[config.mk]
export PLATFORM = sky130hd
export DESIGN_NAME = tscs_ctrl
export DESIGN_NICKNAME = d
export VERILOG_FILES = /design/src/sv/tscs_pkg.sv /design/src/sv/tscs_ctrl.sv
export SDC_FILE = /design/constraint.sdc
export NUM_CORES = 1
export LEC_CHECK = 0
export BUFFER_PORTS_ARGS = -buffer_cell sky130_fd_sc_hd__buf_2
export CORE_AREA = 2 2 39 41
export DETAILED_ROUTE_END_ITERATION = 8
export DIE_AREA = 0 0 41 43
export HOLD_SLACK_MARGIN = 0.1
export PLACE_DENSITY = 0.77
export SLEW_MARGIN = 25
export SYNTH_ARGS = -nofsm -noshare
export SYNTH_HDL_FRONTEND = slang
export SYNTH_SLANG_ARGS = --single-unit
export TNS_END_PERCENT = 10
[constraint.sdc]
create_clock -name i_clk -period 4 [get_ports i_clk]
set_clock_uncertainty 0.1 [all_clocks]
set_input_delay 0.8 -clock i_clk [delete_from_list [all_inputs] [get_ports i_clk]]
set_output_delay 0.8 -clock i_clk [all_outputs]
set_load 0.05 [all_outputs]
[src/sv/tscs_pkg.sv]
// ----------------------------------------------------------------------------
// Task core status package
// Shared widths, codes, per-core row layout and controller/datapath links.
// ----------------------------------------------------------------------------
package tscs_pkg;

    localparam int unsigned TSCS_CORES        = 64;
    localparam int unsigned TSCS_FUNC_ENTRIES = 1024;

    localparam int unsigned OP_W     = 2;
    localparam int unsigned CORE_W   = 6;
    localparam int unsigned TASK_W   = 31;
    localparam int unsigned FID_W    = 10;
    localparam int unsigned TIME_W   = 64;
    localparam int unsigned ENT_W    = 40;
    localparam int unsigned LAT_W    = 32;
    localparam int unsigned KIND_W   = 2;
    localparam int unsigned CFG_IDX_W  = 3;
    localparam int unsigned CFG_DATA_W = 40;

    // operation codes
    localparam logic [OP_W-1:0] OP_PUSH = 2'd0;
    localparam logic [OP_W-1:0] OP_READ = 2'd1;
    localparam logic [OP_W-1:0] OP_LOAD = 2'd2;

    // status kinds
    localparam logic [KIND_W-1:0] KIND_IDLE = 2'd0;
    localparam logic [KIND_W-1:0] KIND_ACK  = 2'd1;
    localparam logic [KIND_W-1:0] KIND_FIN  = 2'd2;

    // config register indexes
    localparam logic [CFG_IDX_W-1:0] CFG_PUSH_LAT   = 3'd0;
    localparam logic [CFG_IDX_W-1:0] CFG_READ_LAT   = 3'd1;
    localparam logic [CFG_IDX_W-1:0] CFG_ACK_LAT    = 3'd2;
    localparam logic [CFG_IDX_W-1:0] CFG_NOTICE_LAT = 3'd3;
    localparam logic [CFG_IDX_W-1:0] CFG_DEF_DUR    = 3'd4;

    localparam logic [TIME_W-1:0] SEED_MUL = 64'h9E37_79B9_7F4A_7C15;
    localparam int unsigned DRAW_SHIFT = 20;

    typedef struct packed {
        logic              active_valid;
        logic [TASK_W-1:0] active_task;
        logic [TIME_W-1:0] active_ack_time;
        logic [TIME_W-1:0] active_finish_time;
        logic              pushed_valid;
        logic [TASK_W-1:0] pushed_task;
        logic [TIME_W-1:0] pushed_duration;
        logic [KIND_W-1:0] shown_kind;
        logic [TASK_W-1:0] shown_task;
        logic [TIME_W-1:0] core_rng;
    } t_row;

    typedef struct packed {
        logic [ENT_W-1:0] mean;
        logic [ENT_W-1:0] sigma;
    } t_frow;

    typedef enum logic [3:0] {
        S_CLEAR, S_IDLE, S_FETCH, S_DL, S_RNG, S_MLO, S_MHI, S_DEV,
        S_DUR, S_ACK, S_FIN, S_NOW, S_ADV, S_WB, S_LOAD
    } t_state;

    typedef struct packed {
        logic clear;
        logic accept;
        logic fetch;
        logic dl;
        logic rng;
        logic mlo;
        logic mhi;
        logic dev;
        logic dur;
        logic ack;
        logic fin;
        logic now;
        logic adv;
        logic wb;
        logic load;
    } t_cmd;

    typedef struct packed {
        logic            clr_done;
        logic [OP_W-1:0] op;
        logic            core_ok;
        logic            sigma_nz;
        logic            rng_last;
        logic            adv_done;
        logic            res_full;
    } t_sts;

endpackage

[src/sv/tscs_ctrl.sv]
// ----------------------------------------------------------------------------
// Task core status controller
// Sequences table clear, fetch, duration draw, advance, write-back and table load.
// ----------------------------------------------------------------------------
module tscs_ctrl (
    input  logic            i_clk,
    input  logic            i_rst_n,
    input  logic            i_in_valid,
    output logic            o_in_ready,
    input  tscs_pkg::t_sts  i_sts,
    output tscs_pkg::t_cmd  o_cmd
);
    tscs_pkg::t_state r_state, n_state;

    always_ff @(posedge i_clk) begin
        if (!i_rst_n) begin
            r_state <= tscs_pkg::S_CLEAR;
        end else begin
            r_state <= n_state;
        end
    end

    always_comb begin
        n_state    = r_state;
        o_cmd      = '0;
        o_in_ready = 1'b0;
        unique case (r_state)
            tscs_pkg::S_CLEAR: begin
                o_cmd.clear = 1'b1;
                if (i_sts.clr_done) n_state = tscs_pkg::S_IDLE;
            end
            tscs_pkg::S_IDLE: begin
                o_in_ready = 1'b1;
                if (i_in_valid) begin
                    o_cmd.accept = 1'b1;
                    n_state      = tscs_pkg::S_FETCH;
                end
            end
            tscs_pkg::S_FETCH: begin
                o_cmd.fetch = 1'b1;
                unique case (i_sts.op)
                    tscs_pkg::OP_PUSH:
                        n_state = i_sts.core_ok ? tscs_pkg::S_DL : tscs_pkg::S_IDLE;
                    tscs_pkg::OP_READ: n_state = tscs_pkg::S_NOW;
                    tscs_pkg::OP_LOAD: n_state = tscs_pkg::S_LOAD;
                    default:           n_state = tscs_pkg::S_IDLE;
                endcase
            end
            tscs_pkg::S_DL: begin
                o_cmd.dl = 1'b1;
                n_state  = i_sts.sigma_nz ? tscs_pkg::S_RNG : tscs_pkg::S_ACK;
            end
            tscs_pkg::S_RNG: begin
                o_cmd.rng = 1'b1;
                if (i_sts.rng_last) n_state = tscs_pkg::S_MLO;
            end
            tscs_pkg::S_MLO: begin
                o_cmd.mlo = 1'b1;
                n_state   = tscs_pkg::S_MHI;
            end
            tscs_pkg::S_MHI: begin
                o_cmd.mhi = 1'b1;
                n_state   = tscs_pkg::S_DEV;
            end
            tscs_pkg::S_DEV: begin
                o_cmd.dev = 1'b1;
                n_state   = tscs_pkg::S_DUR;
            end
            tscs_pkg::S_DUR: begin
                o_cmd.dur = 1'b1;
                n_state   = tscs_pkg::S_ACK;
            end
            tscs_pkg::S_ACK: begin
                o_cmd.ack = 1'b1;
                n_state   = tscs_pkg::S_FIN;
            end
            tscs_pkg::S_FIN: begin
                o_cmd.fin = 1'b1;
                n_state   = tscs_pkg::S_WB;
            end
            tscs_pkg::S_NOW: begin
                o_cmd.now = 1'b1;
                n_state   = tscs_pkg::S_ADV;
            end
            tscs_pkg::S_ADV: begin
                o_cmd.adv = 1'b1;
                if (i_sts.adv_done) n_state = tscs_pkg::S_WB;
            end
            tscs_pkg::S_WB: begin
                // a read waits here until the result register frees up
                if (!(i_sts.op == tscs_pkg::OP_READ && i_sts.res_full)) begin
                    o_cmd.wb = 1'b1;
                    n_state  = tscs_pkg::S_IDLE;
                end
            end
            tscs_pkg::S_LOAD: begin
                o_cmd.load = 1'b1;
                n_state    = tscs_pkg::S_IDLE;
            end
            default: n_state = tscs_pkg::S_IDLE;
        endcase
    end
endmodule

==> PnR_summary.wiki <==
{| class="wikitable"
! Metric !! Value
|-
| Run status || finished, final reports clean
|-
| Met2 GRT Util || 23.13%
|-
| Number of warnings issued by yosys || 0
|-
| Regs by FF count || r_state x4
|-
| Last weighted congestion value of the routability-driven placer || 0.7993
|-
| TritonCTS clock tree || yes
|-
| Initial antenna violation count || 0
|-
| Global-route wire length before repair || 1897 um
|-
| Kind of end point of the critical path || primary output
|-
| Layout Cells excl Fill || 115
|-
| GR Util All Layers || 15.58%
|-
| DRC marker count from the first detailed-route iteration || 23
|-
| Async SR Flop Fraction || 0%
|-
| Maximum operating frequency || 374.2 MHz
|-
| Total number of vias || 621
|-
| Share of final-layout standard cells stronger than drive strength 1 || 37.37%
|-
| Count of port buffers added during placement || 26
|-
| LEAKAGE || 0.3399 nW
|-
| Chip width || 41 um
|-
| Number of endpoints failing setup at the final stage || 0
|-
| Number of pins with negative max-slew slack in the final report || 0
|-
| Vias in the first global route || 421
|-
| Time the final worst path needs with I/O delays and setup || 2672 ps
|-
| Final Hold Vio Count || 0
|-
| Largest register FFs || 4
|-
| Most Used Layer, Global Route || met2
|-
| Pin count of the biggest net entering global routing || 19
|-
| Power per cell area || 289.3 nW/um2
|-
| Met3 global-route usage || 6.806%
|-
| Number of gates resized after cts || 0
|-
| Max Root-Sink Buffers || 2
|-
| Cells after DPL || 112
|-
| Average cell area after synthesis || 7.836 um2
|-
| Area enclosed by the die boundary || 1763 um2
|-
| Worst flop-to-flop path startpoint || r_state[2]
|-
| Fill cell count || 136
|-
| Cells after synthesis || 76
|-
| Fraction of met1 tracks used by global routing || 20.00%
|-
| Worst endpoint data arrival time || 1770 ps
|-
| Final worst path period share || 66.81%
|-
| Final design instance area without fill || 716.9 um2
|-
| Num rows || 14
|-
| Inserted Clock Buffers || 3
|-
| RSZ-0062 raised after global routing || false
|-
| Signed area change from the synthesized netlist to the final layout || 20.38%
|-
| Via density || 5.400
|-
| Post-placement cell area || 694.4 um2
|-
| Worst voltage drop across the vdd grid || 190.8 uV
|-
| Buffer cell driving the clock tree root || sky130_fd_sc_hd__clkbuf_4
|-
| Die Span Y || 43 um
|-
| Path type of the worst setup path || flip-flop to primary output
|-
| Most used flip-flop cell after synthesis || sky130_fd_sc_hd__dfxtp_1
|-
| Origin of the worst setup path || r_state[2]
|-
| DRC violations left || 0
|-
| Path category of the worst min-delay check || flip-flop to flip-flop
|-
| Sum of net half-perimeters after detailed placement || 1048 um
|-
| Sequential-to-total area share from yosys stat || 13.45%
|-
| Antenna Violating Nets Remaining || 0
|-
| Number of synthesized register bits || 4
|-
| Number of max-capacitance violations reported || 0
|-
| Total overflow reported by the global router || 0
|-
| Routed length per placed instance || 11.86 um
|-
| First-pass DRT Iterations || 4
|-
| Initial Utilization || 43.04%
|-
| Data required time of the worst path || 3100 ps
|-
| Post-synthesis instance area || 595.6 um2
|-
| Total wire length after detailed routing || 1364 um
|-
| Synthesized net count || 92
|-
| Sum of negative setup slack || 0 ps
|-
| Clock latency at the later pin of the worst-skew pair || 250 ps
|-
| Register with the highest flop count || r_state
|-
| CTS HTree Levels || 1
|-
| Least-Margin Pin Slew || 617.9 ps
|-
| Startpoint of the most critical hold path || r_state[3]
|-
| Clock Sink Count || 4
|-
| Maximum fanout along the worst path || 18
|-
| Core area || 1384 um2
|-
| Max-Slew Margin vs Limit || 58.75%
|-
| Number of buffers inserted for hold repair after clock tree synthesis || 0
|-
| Clock-pin slew on the worst setup and hold paths || 40 ps
|-
| Total number of nets in the final design || 117
|-
| Count of unique library cells instantiated by Yosys || 34
|-
| Critical path startpoint category || flip-flop
|-
| Count of flip-flops with a built-in enable after synthesis || 0
|-
| Inserted Diodes || 0
|-
| Number of buffers added for setup after CTS || 0
|-
| IO Pins || 27
|}
==> routing by layer <==
layer / part of all wire (%) / vias up
li1: - / 318
met1: 45 / 274
met2: 46 / 26
met3: 8.2 / 3
met4: 0.88 / 0
met5: 0 / -
==> path summary, 6_finish.rpt <==
kind	endpoint	slack, ps	cells after the start
setup / recovery	o_cmd[1]	1330	3
hold / removal	r_state[3]	550	2
setup reg to reg	r_state[1]	2210	4
hold reg to reg	r_state[3]	550	2
==> where the power goes <==
part           leakage [nW]  switching (mW)  internal, mW
clock network        0.0138          0.0192        0.0337
registers            0.0326          0.0119        0.0436
logic                 0.294          0.0620        0.0368
total                 0.340          0.0932         0.114
==> kinds of logic (layout without fill, tap and decap cells) <==
| kind of cell | count (synthesis) | in the layout | share of synthesized area, % |
|---|---|---|---|
| AO/OA/AOI/OAI | 17 | 17 | 25.21 |
| buffers and inverters | 10 | 33 | 11.13 |
| AND/OR/NAND/NOR | 37 | 37 | 34.46 |
| flip-flops | 4 | 4 | 13.45 |
| adder cells (fa/ha/maj) | 5 | 5 | 10.50 |
| multiplexers | 3 | 3 | 5.252 |
==> per-stage QoR <==
stage	total power [mW]	hold WS, ps	setup slack [ps]	util, %
floorplan	0.1400	486.7	809.5	-
global placement	0.1534	526.9	1432	50.18
finish	0.2074	554.5	1328	51.81
CTS	0.2092	560.1	1331	51.81
detailed placement	0.1547	552.7	1424	50.18
global route	0.2194	594.4	1193	51.81
==> worst max-delay path, stage by stage (launching register included) <==
cell	delay (ps)
sky130_fd_sc_hd__dfxtp_1	700
sky130_fd_sc_hd__or2b_4	370
sky130_fd_sc_hd__nor3b_1	170
sky130_fd_sc_hd__buf_2	290
==> layout by cell type, fill, tap and decap left out <==
master and instances:
sky130_fd_sc_hd__buf_2 26, sky130_fd_sc_hd__nor2_1 13, sky130_fd_sc_hd__nand2_1 6, sky130_fd_sc_hd__nor3_1 5
sky130_fd_sc_hd__ha_1 5, sky130_fd_sc_hd__inv_1 4, sky130_fd_sc_hd__dfxtp_1 4, sky130_fd_sc_hd__a21oi_1 3
sky130_fd_sc_hd__o21a_1 3, sky130_fd_sc_hd__clkbuf_4 3, sky130_fd_sc_hd__or2b_4 2, sky130_fd_sc_hd__mux2i_1 2
sky130_fd_sc_hd__o21ai_0 2, sky130_fd_sc_hd__o221ai_1 2, sky130_fd_sc_hd__nand2b_1 1, sky130_fd_sc_hd__or2_1 1
sky130_fd_sc_hd__nand2b_4 1, sky130_fd_sc_hd__nor3b_1 1, sky130_fd_sc_hd__and2_1 1, sky130_fd_sc_hd__o21bai_1 1
sky130_fd_sc_hd__mux2_2 1, sky130_fd_sc_hd__a32oi_1 1, sky130_fd_sc_hd__nor3_2 1, sky130_fd_sc_hd__o211ai_1 1
sky130_fd_sc_hd__o2111ai_1 1, sky130_fd_sc_hd__or2b_2 1, sky130_fd_sc_hd__o32ai_4 1, sky130_fd_sc_hd__a221oi_2 1
sky130_fd_sc_hd__and4b_1 1, sky130_fd_sc_hd__nand3_1 1, sky130_fd_sc_hd__o311a_1 1, sky130_fd_sc_hd__nor2b_1 1
sky130_fd_sc_hd__nand4_1 1
==> Yosys cell counts, drive strengths merged (2+ instances only) <==
library cell | n | area share [%]
dfxtp | 4 | 13
nor2 | 13 | 8.2
nand2 | 6 | 3.8
nor3 | 6 | 5.9
o21a | 3 | 3.8
o221ai | 2 | 2.9
nand2b | 2 | 3.4
a21oi | 3 | 2.5
o21ai | 2 | 1.7
mux2i | 2 | 3.4
inv | 4 | 2.5
ha | 5 | 11
or2b | 3 | 5.3
buf | 6 | 8.6
==> area by class of cell <==
type	instances	area [um2]	area share (%)
flip-flops and latches	4	80.08	11.17
clock buffers	3	22.52	3.141
inverters	4	15.01	2.094
multi-input cells	62	449.2	62.65
repair buffers	26	130.1	18.15
well taps	16	20.02	2.792
No activity file was read; power rests on OpenSTA's default activity.
